===== src/hw/rtl/nklf_pkg.sv =====
`timescale 1ns / 1ps

package nklf_pkg;

   // fixed field widths of the channels
   localparam int GENE_BITS      = 5;
   localparam int ENTRY_BITS     = 5;
   localparam int CONTRIB_BITS   = 16;
   localparam int GENOME_BITS    = 32;
   localparam int FITNESS_BITS   = 21;
   localparam int GENES_CFG_BITS = 6;
   localparam int NBRS_CFG_BITS  = 3;
   localparam int CSR_INDEX_BITS = 2;
   localparam int CSR_DATA_BITS  = 6;

   typedef enum logic [1:0] {
      ACT_WR_CONTRIB,
      ACT_WR_NEIGHBOR,
      ACT_EVALUATE
   } action_type;

   typedef enum logic [CSR_INDEX_BITS-1:0] {
      CSR_GENES_IN_USE,
      CSR_NEIGHBOR_COUNT
   } csr_index_type;

   typedef enum logic [1:0] {
      S_IDLE,
      S_RUN,
      S_DRAIN
   } seq_state_type;

   typedef struct packed {
      logic [GENES_CFG_BITS-1:0] genes_in_use;
      logic [NBRS_CFG_BITS-1:0]  neighbor_count;
   } cfg_type;

   // table write request, enables already qualified by range checks
   typedef struct packed {
      logic                    contrib_we;
      logic                    neighbor_we;
      logic [GENE_BITS-1:0]    gene;
      logic [ENTRY_BITS-1:0]   entry;
      logic [CONTRIB_BITS-1:0] contribution;
      logic [GENE_BITS-1:0]    neighbor_gene;
   } wr_type;

   typedef struct packed {
      logic idle;
      logic done;
   } seq_stat_type;

endpackage


===== src/hw/rtl/nklf_nbr_ram.sv =====
`timescale 1ns / 1ps

module nklf_nbr_ram #(
   parameter int MAX_GENES     = 32,
   parameter int MAX_NEIGHBORS = 4
) (
   input  logic                                               clock,
   input  nklf_pkg::wr_type                                   wr,
   input  logic                                               rd_en,
   input  logic [$clog2(MAX_GENES)-1:0]                       rd_addr,
   output logic [MAX_NEIGHBORS-1:0][nklf_pkg::GENE_BITS-1:0]  rd_row
);

   localparam int GA = $clog2(MAX_GENES);

   // one row per gene, one slot per neighbor, slot-wise write enable
   logic [MAX_NEIGHBORS-1:0][nklf_pkg::GENE_BITS-1:0] mem [MAX_GENES];
   logic [MAX_NEIGHBORS-1:0][nklf_pkg::GENE_BITS-1:0] rd_row_ff;

   always_ff @(posedge clock) begin
      if (wr.neighbor_we) begin
         for (int j = 0; j < MAX_NEIGHBORS; j++) begin
            if (wr.entry == nklf_pkg::ENTRY_BITS'(j)) begin
               mem[GA'(wr.gene)][j] <= wr.neighbor_gene;
            end
         end
      end
      if (rd_en) begin
         rd_row_ff <= mem[rd_addr];
      end
   end

   assign rd_row = rd_row_ff;

endmodule


===== config.mk =====
export PLATFORM = sky130hd
export DESIGN_NAME = nklf_nbr_ram
export DESIGN_NICKNAME = d
export VERILOG_FILES = /design/src/hw/rtl/nklf_pkg.sv /design/src/hw/rtl/nklf_nbr_ram.sv
export SDC_FILE = /design/constraint.sdc
export NUM_CORES = 1
export LEC_CHECK = 0
export ABC_AREA = 1
export ABC_CLOCK_PERIOD_IN_PS = 1500
export BUFFER_PORTS_ARGS = -buffer_cell sky130_fd_sc_hd__buf_2
export CAP_MARGIN = 10
export CORE_ASPECT_RATIO = 1.1
export CORE_MARGIN = 1
export CORE_UTILIZATION = 50
export DETAILED_ROUTE_END_ITERATION = 7
export GPL_TIMING_DRIVEN = 0
export PLACE_DENSITY = 0.79
export SETUP_SLACK_MARGIN = 0.05
export SLEW_MARGIN = 30
export SYNTH_ARGS = -nofsm -noshare
export SYNTH_HDL_FRONTEND = slang
export SYNTH_SLANG_ARGS = --single-unit

===== constraint.sdc =====
create_clock -name clock -period 1.5 [get_ports clock]
set_clock_uncertainty 0.15 [all_clocks]
set_input_delay 0.15 -clock clock [delete_from_list [all_inputs] [get_ports clock]]
set_output_delay 0.15 -clock clock [all_outputs]
set_load 0.05 [all_outputs]

# Yosys cells after proc, flatten, opt, wreduce, memory -nomap -nowiden
# Memories as Yosys holds them, arrays and structs flattened. A register that Yosys moved wholly into a read port is not among the register bits.
# Index checks and enable logic that the tools add are counted.
totals:
  regBits: 0
  ramBits: 640
  wordCells: 17
  mem_count: 1
  out_inout_bits: 20
op_classes:
  reduce_logical: 1
  eq_ne: 3
  mux: 12
memory_table:
  columns: ["memory", "words", "width", "rd", "rd_ports_with_merged_regs", "wr", "line", "source"]
  rows:
  - ["mem", 32, 20, 1, 1, 1, "nklf_nbr_ram.sv:17", "logic [MAX_NEIGHBORS-1:0][nklf_pkg::GENE_BITS-1:0] mem [MAX_GENES];"]
ops:
  columns: ["cell", "n"]
  rows:
  - ["$mux 1", 12]
  - ["$eq 5x2->1 const B", 2]
  - ["$eq 5x1->1 const B", 1]
  - ["$logic_not 5->1", 1]

# Depth between registers and ports, before layout
depth:
  ltp_word: 4
  mapped_depth: 12
  depth_no_buf: 9

# Worst setup path before layout
# No wires, ideal clock.
synth_timing:
  path_type: "input to register"
  start: "in wr[31] (netlist bit)"
  end: "mem mem[21][15] (netlist bit) (enable)"
  setup_slack_ns: -0.034
  required_ns: 1.011
  arrival_time_ns: 1.044
  path_buffers: 1
  path_stages: 5
  setup_time_ns: 0.339
  path_cell_list: "inv_1 nor3b_1 nand3_1 buf_1 nor2_1"
synth_between:
  elab_chain_cells: 2
synth_rtl:
  columns: ["element", "line", "source"]
  rows:
  - ["start: declaration", "nklf_nbr_ram.sv:8", "input nklf_pkg::wr_type wr,"]
  - ["$mux 1", "nklf_nbr_ram.sv:21", "if (wr.neighbor_we) begin"]
  - ["$mux 1 (implied by the code)", "nklf_nbr_ram.sv:24", "mem[GA'(wr.gene)][j] <= wr.neighbor_gene;"]
  - ["end: declaration", "nklf_nbr_ram.sv:17", null]
# Every way passes these cells.

# Final worst setup path
layout_timing:
  start: "in wr[29] (netlist bit)"
  end: "mem mem[10][14] (netlist bit) (enable)"
# Straight into the memory's write port.

==> qor_table.md <==
| Step | Quantity | This run |
| --- | --- | --- |
| flow run | Count of maximum capacitance violations | 0 |
| power | Fraction of power spent switching nets | 0.236 |
| route | Routed wire per std cell | 23.4 um |
| critical path | Endpoint required time on the critical path | 1650 ps |
| die | Standard cell core area | 53800 um2 |
| die | Height of the die | 247 um |
| placed design | Count of buffers from port buffering | 38 |
| critical path | Critical-path maximum fanout | 5 |
| power | Cell-internal power | 0.0295 W |
| sta | Final critical delay including setup and external delays | 1640 ps |
| cells and area | Diode insertion count for antenna repair | 0 |
| clocking | TritonCTS clock tree | done |
| critical path | Start-to-end type of the worst setup path | input port to flip-flop |
| cells and area | Synth-to-Final Area Change | 20.4% |
| placed design | Gp weighted congestion | 0.973 |
| yosys | Number of cells produced by synthesis | 2380 |
| route | Ratio of routed vias to standard cells | 6.01 |
| sta | Worst slew pin tran | 1040 ps |
| clocking | Clk Latency, worst-skew pair | 620 ps |
| cells and area | Share of post-route cells with drive strength above 1 | 0.287 |
| placed design | DP Wirelength | 48.7 mm |
| clocking | Clock sink total | 660 |
| route | Number of design-rule violations left by the first detailed-router iteration | 2723 |
| critical path | Crit path capture type | flip-flop |
| sta | Slew Limit Fails | 0 |
| placed design | Placed Cells incl. Taps | 3151 |
| critical path | Data arrival time at the worst-slack endpoint | 1790 ps |
| cells and area | Nets@finish | 2534 |
| placed design | Worst setup timing slack at the placement stage | -1060 ps |
| sta | Post-layout worst setup margin | -142 ps |
| route | Count of antenna-violating nets left after detailed routing | 0 |
| grt | Via count of the first global-routing pass | 18700 |
| power | Switching pwr | 0.00914 W |
| yosys | Syn. warnings | 0 |
| power | Power density over the cells | 1180 nW/um2 |
| clocking | Max clock buf depth | 3 |
| critical path | Startpoint Class | input port |
| clocking | Deepest level of the CTS H-tree | 2 |
| cells and area | Fin cells | 3272 |
| power | Portion of total power attributed to combinational logic | 0.084 |
| die | Rows | 89 |
| clocking | Root Buffer | clkbuf_16 |
| route | Number of remaining DRC errors | 0 |
| grt | GRT Util Overall | 0.269 |
| die | Effective utilization at floorplan | 0.507 |
| die | Count of boundary I/O pins | 60 |
| yosys | Cell area after synthesis | 27300 um2 |
| sta | Final setup vio count | 123 |
| route | Total number of vias | 19700 |
| route | 1st-pass router iterations | 6 |
| grt | First-pass GRT wire length | 111 mm |
| sta | Maximum operating frequency | 609 MHz |
| sta | Worst hold margin | 48.5 ps |
| cells and area | Final core area utilization | 0.610 |
| power | Design Power | 0.0387 W |
| yosys | Unique cell type count in the Yosys netlist | 17 |
| clocking | CTS buffer count | 58 |
| outcome | Violations in the final reports | setup timing |
| grt | Initial antenna violation count | 1 |
| yosys | Share of synthesized area occupied by flip-flops and latches | 0.727 |
| sta | Slew headroom | 0.309 |
| sta | Final worst-path cycle share | 1.09 |
| yosys | Number of register bits inferred by synthesis | 660 |
| cells and area | Commonest cells after routing, fill and taps aside | 778 x nand2_1, 660 x edfxtp_1, 308 x nand3_1 |
| sta | RSZ-0062 raised after global routing | yes |
| die | Die width | 225 um |
| clocking | Reg clk slew, reported paths | 70 ps |
| worst hold path | Worst hold-check path type | input port to flip-flop |
| sta | Final hold viol count | 0 |
| power | Sequential group share of total power | 0.527 |
| grt | Grt ovf | 0 |
| power | Portion of total power attributed to the clock network | 0.389 |
| route | Drt total wl | 76.5 mm |
| yosys | Mean instance size in the synthesized netlist | 11.5 um2 |
| yosys | Synthesized netlist net count | 2420 |
| grt | Maximum number of pins on one net before global-route repair | 88 |
| outcome | Status | finished with violations |
| cells and area | Commonest non-fill, non-tap cell in the layout | nand2_1 |
| die | Die footprint | 55500 um2 |
| power | Worst IR Drop VDD | 0.000953 V |
| power | Leakage | 11.7 nW |
## state kept, by name (all words and copies together) (netlist names)
signal  cells
rd_row     20
mem       640
## worst paths after layout
path	from	endpoint	slack, ps	cells past startpoint
worst max-delay path	wr[29]	mem[10][14]$_DFFE_PP_	-140	5
worst min-delay path	wr[22]	mem[0][16]$_DFFE_PP_	50	3
worst max register to register	mem[30][8]$_DFFE_PP_	rd_row[8]$_DFFE_PP_	-80	8
worst min register to register	mem[16][10]$_DFFE_PP_	rd_row[10]$_DFFE_PP_	750	8
## metrics by stage
| step | setup TNS [ps] | instance area [um2] |
|---|---|---|
| 2_1_floorplan | -15580 | 27300 |
| 3_3_place_gp | -1268090 | 28400 |
| 3_5_place_dp | -529900 | 28600 |
| 4_1_cts | -246 | 31700 |
| 5_1_grt | -11120 | 32800 |
| 6_report | -8460 | 32800 |
## layer usage
layer | vias to the layer above | track usage | part of all wire
met3 | 284 | 0.0557 | 0.11
met2 | 1431 | 0.436 | 0.47
met5 | - | 0 | 0.00017
li1 | 8481 | - | -
met1 | 9452 | 0.340 | 0.36
met4 | 2 | 0.147 | 0.063
## final cells by class
| cell class | count | area (um2) |
|---|---|---|
| buffer | 148 | 967 |
| clock buffer | 66 | 1500 |
| clock inverter | 44 | 394 |
| fill | 3734 | 21000 |
| inverter | 13 | 56.3 |
| multi-input combinational | 1559 | 8590 |
| sequential | 660 | 19800 |
| tap | 728 | 911 |
| timing repair buffer | 54 | 589 |
## critical path, cell delays in order
cell and delay [ps]:
buf_2 230, inv_1 230, nor3_4 420, nand2_1 390, nor2_2 360
## synthesized netlist by cell type, drive strengths merged
master / count / area [um2]
nor2: 132 / 495
inv: 13 / 56.3
clkbuf: 33 / 124
nor3: 9 / 45.0
nand3: 484 / 2420
buf: 115 / 801
edfxtp: 660 / 19800
nor3b: 1 / 7.51
nand2: 933 / 3500
## kinds of logic (layout without fill, tap and decap cells)
kind of cell / count (synthesis) / count (layout) / share of synthesized area
buffers and inverters: 161 / 325 / 0.0360
and+or+nand+nor: 1559 / 1559 / 0.237
DFF: 660 / 660 / 0.727
## timing repair
item                                   in CTS  in global routing
setup endpoints to repair                 677                533
gates cloned                                0                  0
endpoints found under the hold margin     271                  0
setup buffers                               4                  1
resized for setup                         331                298
pin swaps                                  67                178
hold buffers                                6                  0
## power by group through the flow
stage / Clock, W / Combinational [W] / Sequential [W]
global placement: 0 / 0.00246 / 0.0208
finish: 0.0150 / 0.00325 / 0.0204
CTS: 0.0150 / 0.00286 / 0.0204
floorplan: 0 / 0.00132 / 0.0209
global route: 0.0157 / 0.00341 / 0.0204
detailed placement: 0 / 0.00259 / 0.0208
No activity file was read; power rests on OpenSTA's default activity.
