===== src/hw/rtl/nklf_pkg.sv =====
`timescale 1ns / 1ps

package nklf_pkg;

   // fixed field widths of the channels
   localparam int GENE_BITS      = 5;
   localparam int ENTRY_BITS     = 5;
   localparam int CONTRIB_BITS   = 16;
   localparam int GENOME_BITS    = 32;
   localparam int FITNESS_BITS   = 21;
   localparam int GENES_CFG_BITS = 6;
   localparam int NBRS_CFG_BITS  = 3;
   localparam int CSR_INDEX_BITS = 2;
   localparam int CSR_DATA_BITS  = 6;

   typedef enum logic [1:0] {
      ACT_WR_CONTRIB,
      ACT_WR_NEIGHBOR,
      ACT_EVALUATE
   } action_type;

   typedef enum logic [CSR_INDEX_BITS-1:0] {
      CSR_GENES_IN_USE,
      CSR_NEIGHBOR_COUNT
   } csr_index_type;

   typedef enum logic [1:0] {
      S_IDLE,
      S_RUN,
      S_DRAIN
   } seq_state_type;

   typedef struct packed {
      logic [GENES_CFG_BITS-1:0] genes_in_use;
      logic [NBRS_CFG_BITS-1:0]  neighbor_count;
   } cfg_type;

   // table write request, enables already qualified by range checks
   typedef struct packed {
      logic                    contrib_we;
      logic                    neighbor_we;
      logic [GENE_BITS-1:0]    gene;
      logic [ENTRY_BITS-1:0]   entry;
      logic [CONTRIB_BITS-1:0] contribution;
      logic [GENE_BITS-1:0]    neighbor_gene;
   } wr_type;

   typedef struct packed {
      logic idle;
      logic done;
   } seq_stat_type;

endpackage


===== src/hw/rtl/nklf_seq.sv =====
`timescale 1ns / 1ps

module nklf_seq #(
   parameter int MAX_GENES     = 32,
   parameter int MAX_NEIGHBORS = 4,
   parameter int VALUE_BITS    = 16
) (
   input  logic                                               clock,
   input  logic                                               reset,
   input  logic                                               start,
   input  logic [nklf_pkg::GENOME_BITS-1:0]                   genome,
   input  nklf_pkg::cfg_type                                  cfg,
   input  logic                                               rsp_free,
   output logic                                               nbr_rd,
   output logic [$clog2(MAX_GENES)-1:0]                       nbr_addr,
   input  logic [MAX_NEIGHBORS-1:0][nklf_pkg::GENE_BITS-1:0]  nbr_row,
   output logic                                               val_rd,
   output logic [$clog2(MAX_GENES)+MAX_NEIGHBORS:0]           val_addr,
   input  logic [VALUE_BITS-1:0]                              val_data,
   output nklf_pkg::seq_stat_type                             stat,
   output logic [nklf_pkg::FITNESS_BITS-1:0]                  fitness
);

   localparam int GA = $clog2(MAX_GENES);
   localparam int IW = MAX_NEIGHBORS + 1;
   localparam int CW = $clog2(MAX_GENES + 1);
   localparam int KW = $clog2(MAX_NEIGHBORS + 1);

   nklf_pkg::seq_state_type state_ff, state_in;

   logic [GA-1:0]                        cnt_ff, cnt_in;
   logic [nklf_pkg::GENOME_BITS-1:0]     genome_ff, genome_in;
   logic [nklf_pkg::FITNESS_BITS-1:0]    acc_ff, acc_in;
   logic                                 s1_vld_ff, s1_vld_in;
   logic [GA-1:0]                        s1_gene_ff;
   logic                                 s1_own_ff;
   logic                                 s2_vld_ff;
   logic                                 issue;
   logic [CW-1:0]                        n_sat;
   logic [KW-1:0]                        k_sat;
   logic [nklf_pkg::GENOME_BITS-1:0]     own_shift;
   logic [IW-1:0]                        idx;

   assign n_sat = (cfg.genes_in_use > MAX_GENES) ? CW'(MAX_GENES) : CW'(cfg.genes_in_use);
   assign k_sat = (cfg.neighbor_count > MAX_NEIGHBORS) ? KW'(MAX_NEIGHBORS)
                                                       : KW'(cfg.neighbor_count);

   // own bit of the gene, zero for genes beyond the genome width
   assign own_shift = genome_ff >> cnt_ff;

   always_comb begin
      state_in  = state_ff;
      cnt_in    = cnt_ff;
      genome_in = genome_ff;
      acc_in    = acc_ff;
      issue     = 1'b0;
      stat      = '0;
      case (state_ff)
         nklf_pkg::S_IDLE: begin
            stat.idle = 1'b1;
            if (start) begin
               genome_in = genome;
               cnt_in    = '0;
               acc_in    = '0;
               state_in  = (n_sat == '0) ? nklf_pkg::S_DRAIN : nklf_pkg::S_RUN;
            end
         end
         nklf_pkg::S_RUN: begin
            issue  = 1'b1;
            cnt_in = cnt_ff + GA'(1);
            if (CW'(cnt_ff) + CW'(1) == n_sat) begin
               state_in = nklf_pkg::S_DRAIN;
            end
         end
         nklf_pkg::S_DRAIN: begin
            if (!s1_vld_ff && !s2_vld_ff && rsp_free) begin
               stat.done = 1'b1;
               state_in  = nklf_pkg::S_IDLE;
            end
         end
         default: begin
            state_in = nklf_pkg::S_IDLE;
         end
      endcase
      if (s2_vld_ff) begin
         acc_in = acc_ff + nklf_pkg::FITNESS_BITS'(val_data);
      end
   end

   // stage b: own bit first, then neighbor slots in order
   always_comb begin
      idx    = '0;
      idx[0] = s1_own_ff;
      for (int j = 0; j < MAX_NEIGHBORS; j++) begin
         if (j < k_sat) begin
            idx = {idx[IW-2:0], genome_ff[nbr_row[j]]};
         end
      end
   end

   assign s1_vld_in = issue;
   assign nbr_rd    = issue;
   assign nbr_addr  = cnt_ff;
   assign val_rd    = s1_vld_ff;
   assign val_addr  = {s1_gene_ff, idx};
   assign fitness   = acc_ff;

   always_ff @(posedge clock) begin
      if (reset) begin
         state_ff  <= nklf_pkg::S_IDLE;
         s1_vld_ff <= 1'b0;
         s2_vld_ff <= 1'b0;
      end else begin
         state_ff  <= state_in;
         s1_vld_ff <= s1_vld_in;
         s2_vld_ff <= s1_vld_ff;
      end
   end

   always_ff @(posedge clock) begin
      cnt_ff     <= cnt_in;
      genome_ff  <= genome_in;
      acc_ff     <= acc_in;
      s1_gene_ff <= cnt_ff;
      s1_own_ff  <= own_shift[0];
   end

endmodule


===== config.mk =====
export PLATFORM = sky130hd
export DESIGN_NAME = nklf_seq
export DESIGN_NICKNAME = d
export VERILOG_FILES = /design/src/hw/rtl/nklf_pkg.sv /design/src/hw/rtl/nklf_seq.sv
export SDC_FILE = /design/constraint.sdc
export NUM_CORES = 1
export LEC_CHECK = 0
export ABC_AREA = 1
export BUFFER_PORTS_ARGS = -buffer_cell sky130_fd_sc_hd__buf_2
export CORE_MARGIN = 8
export CORE_UTILIZATION = 59
export DETAILED_ROUTE_END_ITERATION = 8
export PLACE_DENSITY = 0.85
export SETUP_SLACK_MARGIN = 0.1
export SLEW_MARGIN = 25
export SYNTH_ARGS = -nofsm -noshare
export SYNTH_HDL_FRONTEND = slang
export SYNTH_SLANG_ARGS = --single-unit

===== constraint.sdc =====
create_clock -name clock -period 4 [get_ports clock]
set_input_delay 0.4 -clock clock [delete_from_list [all_inputs] [get_ports clock]]
set_output_delay 0.4 -clock clock [all_outputs]
set_load 0.01 [all_outputs]

======== Word-level counts from Yosys, hierarchy flattened ========
Index checks and enable logic that the tools add are counted.
word-level totals
  ROM bits ................................ 0
  memories kept ........................... 0
  output and inout bits ................... 40
  input bits .............................. 81
  register bits ........................... 68
  bits in latches ......................... 0
  RAM bits ................................ 0
cells by class
  order comparisons ....................... 10
  add/sub/neg operators ................... 3
  equality and inequality tests ........... 6
  multipliers ............................. 0
  reduce and logical (&&, ||, !) cells .... 13
  bitwise logic cells ..................... 0
  div/mod/pow operators ................... 0
  mux-type cells .......................... 28
  shift operators ......................... 1
operators with widths
  operator                                                               number
  21-bit 2-to-1 mux                                                      3
  32-bit by 5-bit right shift with 1-bit output                          1
  5-bit by 6-bit < comparator with 1-bit output (second input constant)  4
  21-bit by 16-bit adder with 21-bit output                              1
  1-bit binary-select mux with 5-bit select                              4
  5-bit 2-to-1 mux                                                       4
  2-bit 2-to-1 mux                                                       5
  5-bit case mux with 2 select lines                                     1
  1-bit 2-to-1 mux                                                       8
  5-bit by 1-bit adder with 6-bit output (second input constant)         1
  6-bit == test                                                          1
  6-bit greater-than comparator (second input constant)                  1
  6-bit logical NOT                                                      1
  1-bit by 3-bit < comparator with 1-bit output (first input constant)   2
  2-bit by 3-bit < comparator with 1-bit output (first input constant)   2
  6-bit 2-to-1 mux                                                       1
  2-bit != test (second input constant)                                  3
  2-bit case mux with 3 select lines                                     1
  2-bit AND reduction                                                    3
  2-bit nonzero test                                                     3
  5-bit by 1-bit adder with 5-bit output (second input constant)         1
  3-bit greater-than comparator (second input constant)                  1
  3-bit 2-to-1 mux                                                       1
  3-bit AND reduction                                                    1
  5 further kinds                                                        7

======== Logic depth before layout (Yosys ltp) ========
  depth in word-level cells ............... 7
  gate-level depth with buffers ........... 15

======== Worst setup path before layout ========
Ideal clock, no wire load.
  path kind ............................... input-to-reg
  from .................................... input start
  to ...................................... register acc_ff, in the netlist fitness[0], enable pin
  data arrival time ....................... 2.014 ns
  stages on the path ...................... 2
  path buffers ............................ 0
  path slack .............................. 1.558 ns
  data required time ...................... 3.572 ns
  library setup time ...................... 0.428 ns
  cells stage by stage .................... nand2_1 -> o21ai_0
on the way
  cells in the longest elaborated chain, start to end .. 2
ends and longest elaborated chain
  what                           line             RTL
  start, declared                nklf_seq.sv:10   input logic start,
  2-bit nonzero test (no line)   n/a
  2-bit AND reduction (no line)  n/a
  end signal, assigned           nklf_seq.sv:123  acc_ff <= acc_in;
  end, declared                  nklf_seq.sv:33   logic [nklf_pkg::FITNESS_BITS-1:0] acc_ff, acc_in;
No other way between the ends.
A chain may end at the register's enable or synchronous reset.

======== Final worst setup path ========
  from .................................... register genome_ff[23] (netlist name)
  to ...................................... output val_addr[2]
on the way
  cells in the longest elaborated chain, start to end .. 6
  elaborated cells on any way between the ends .. 8
ends and longest elaborated chain
  what                                       line             RTL
  start, declared                            nklf_seq.sv:32   logic [nklf_pkg::GENOME_BITS-1:0] genome_ff, genome_in;
  start signal, assigned                     nklf_seq.sv:122  genome_ff <= genome_in;
  1-bit binary-select mux with 5-bit select  nklf_seq.sv:96   idx = {idx[IW-2:0], genome_ff[nbr_row[j]]};
  1-bit 2-to-1 mux (not written as such)     nklf_seq.sv:96
  2-bit 2-to-1 mux                           nklf_seq.sv:95   if (j < k_sat) begin
  5-bit 2-to-1 mux (*) (3 in series)         nklf_seq.sv:95
  end, declared                              nklf_seq.sv:18   output logic [$clog2(MAX_GENES)+MAX_NEIGHBORS:0] val_addr,
Every way passes the cells marked *; elsewhere a longest branch is shown, timed or not. The select of a mux whose other input is x is not followed.

==> impl_metrics.yaml <==
global_route:
  grt_pass1_wl_um: 24200
  antenna_found_initial: 0
  grt_start_max_net_pins: 34
  grt_pass1_vias: 4965
  track_usage_pct: 26.1
  grt_overflow: 0
run_status:
  status: "finished, final reports clean"
floorplan:
  io_pins: 121
  start_util_pct: 61.1
  die_area_mm2: 0.0118
  die_y_um: 108
  num_rows: 33
  core_region_area_mm2: 0.00826
  die_w_um: 108
worst_setup_path:
  worst_r2r_endpoint: "fitness[10]"
  cp.arrival_ns: 1.96
  cp-startpoint: "genome_ff[23]"
  worstSetupStartpointType: "register"
  r2r_cells: 9
  worstSetupEndpoint: "val_addr[2]"
  worstSetupPathType: "register to primary output"
  worstPathRequired_ns: 3.60
  r2r_start: "fitness[0]"
  critPathMaxFanout: 4
  endpoint_kind: "primary output"
  r2r_setup_slack_ns: 1.69
cells_and_area:
  layout.cells.non_filler: 900
  final_nets: 889
  diodes: 0
  multi_input_area_mm2: 0.00264
  register_area_mm2: 0.00194
  drive_above_1_share_pct: 20.5
  fillCellCount: 705
  syn_to_final_growth_pct: 15.3
placed_design:
  dp_hpwl_um: 11900
  portBuffers: 120
  gp_congestion: 1.02
  dp_cells: 884
yosys:
  synth_fa_ha_area_share_pct: 4.61
  avgSynthCellArea_um2: 7.40
  syn-num-nets: 781
  synth-edff-count: 58
  synth-compound-area-share_pct: 17.7
  synthMuxAreaShare_pct: 0
  synth_area_leaders: "edfxtp_1, nand2_1, nand3_1, a21oi_1, inv_1"
  synth_xor_xnor_area_share_pct: 1.21
  ys_ff_latch: 68
  synth.yosys.seq_area_share_pct: 38.5
  synth-simple-area-share_pct: 28.5
  syn_inst: 682
  synth.top_cell.area_share_pct: 34.5
  synth_top_family_by_area: "simple AND/OR/NAND/NOR gates"
  ys_async_sr_fraction_pct: 0
  syn_area_mm2: 0.00505
  netlist-cell-type-count: 40
  ys.flop_type: "edfxtp_1"
  synth.most_common_cell: "nand2_1"
  yosys.area.top_type: "edfxtp_1"
  synth_warnings: 0
  synth_common_cells: "nand2_1, nand3_1, inv_1, a21oi_1, edfxtp_1"
clocking:
  insertion_delay_ns: 0.35
  cts_sinks: 68
  root_buffer: "clkbuf_8"
  cts_hold_buf: 0
  cts_tree: "done"
  clockBufferDepth: 2
  clkTransAtPathRegs_ns: 0.09
  cts-buffers-inserted: 9
  cts-htree-levels: 3
  cts_resized: 0
  postCtsSetupBuffers: 0
detailed_routing:
  dr.pass1.iters: 5
  drt_wl_total_um: 15500
  vias: 5195
  drc: 0
  via_per_inst: 5.77
  drt_first_iter_violations: 457
  postRouteAntennaNets: 0
  wl_per_cell_um: 17.3
timing:
  report.final.slew_viol_count: 0
  finalCriticalPeriod_ns: 2.36
  fin_crit_sh_pct: 59.1
  slew_headroom_pct: 37.0
  tightest_slew_ns: 0.945
  setup_viol: 0
  skew_ns: 0.0207
  grt_setup_unrepaired: "false"
  hold_viol: 0
  max_freq_mhz: 423
  setup_tns_ns: 0
power_and_ir_drop:
  p_total_mw: 2.17
  powerDensity_mw_per_mm2: 374
  ir_worst_vdd_mv: 0.233
  p_leak_nw: 2.78
job:
  drv_cap: 0
min_path:
  hp-class: "input pin to register"
==> stage by stage <==
| step | instance area (um^2) | hold WS (ns) | utilization (%) | setup WS, ns |
|---|---|---|---|---|
| floorplan | 5050 | 0.436 | - | 1.56 |
| global placement | 5620 | 0.436 | 68.1 | 1.68 |
| detailed placement | 5620 | 0.453 | 68.1 | 1.62 |
| CTS | 5810 | 0.211 | 70.4 | 1.65 |
| global route | 5820 | 0.211 | 70.5 | 1.46 |
| finish | 5820 | 0.225 | 70.5 | 1.64 |
==> final cells by class <==
class	instances	share of cell area, %
well taps	105	2.26
multi-input cells	510	45.3
clock inverters	6	1.10
inverters	80	5.35
repair buffers	121	10.4
clock buffers	10	2.19
flip-flops and latches	68	33.4
==> critical path, cell delays in order, from the launching register on <==
cell,delay [ns]
edfxtp_1,0.42
inv_1,0.20
nand2_1,0.09
o211ai_1,0.11
nand3_1,0.11
nand3_1,0.10
nand3_1,0.07
nand2_1,0.10
nand2_1,0.07
nand2_2,0.09
nand2_1,0.05
nand2_1,0.05
inv_1,0.03
buf_2,0.13
==> power breakdown <==
part	internal, mW	leakage [nW]	switching [mW]
sequential	0.865	0.651	0.103
clock	0.288	0.0943	0.277
combinational	0.237	2.04	0.404
==> worst min-delay path by stage <==
stage                      startpoint             to  slack, ns  cells past startpoint
final                       genome[8]   genome_ff[8]       0.22                      1
after global routing       genome[29]  genome_ff[29]       0.21                      1
after CTS                  genome[29]  genome_ff[29]       0.21                      1
after detailed placement       val_rd      s2_vld_ff       0.45                      2
after global placement         val_rd      s2_vld_ff       0.44                      2
after floorplan           nbr_addr[2]  s1_gene_ff[2]       0.44                      0
==> layout by cell type, fill, tap and decap left out, types with 2 or more instances in the layout <==
cell,count
a21oi_1,58
inv_2,4
o221ai_1,2
a21o_1,2
o211ai_1,28
nand3b_1,2
or2_1,2
nor2_2,2
clkinv_2,2
nand2_1,166
dfxtp_1,10
buf_2,120
nor2_1,43
nand3_2,3
nand3_1,98
nand4_1,3
o21bai_1,2
nand2_2,8
inv_1,73
xor2_1,6
o21ai_2,3
clkbuf_8,9
o21ai_1,6
nor3_1,4
a21oi_2,3
edfxtp_1,58
ha_1,17
o21ai_0,44
==> sequential cells by signal, indices dropped and copies added, names as in the netlist <==
name / count
s2_vld_ff: 1
state_ff: 2
s1_gene_ff: 5
genome_ff: 32
nbr_addr: 5
val_rd: 1
fitness: 21
s1_own_ff: 1
==> kinds of logic after synthesis <==
kind of cell             Yosys count
XOR/XNOR                           7
AND/OR/NAND/NOR                  332
adder cells (fa/ha/maj)           18
buffers and inverters            104
flip-flops                        68
AO/OA/AOI/OAI                    153
==> routing by layer <==
layer	GRT usage, %	wire, um	vias up	share of wire [%]
li1	-	-	2549	-
met1	30.4	5850	2355	38
met2	46.1	7860	245	51
met3	4.82	1280	46	8.2
met4	11.0	546	0	3.5
met5	0	0	-	0
(Power assumes the default switching activity.)
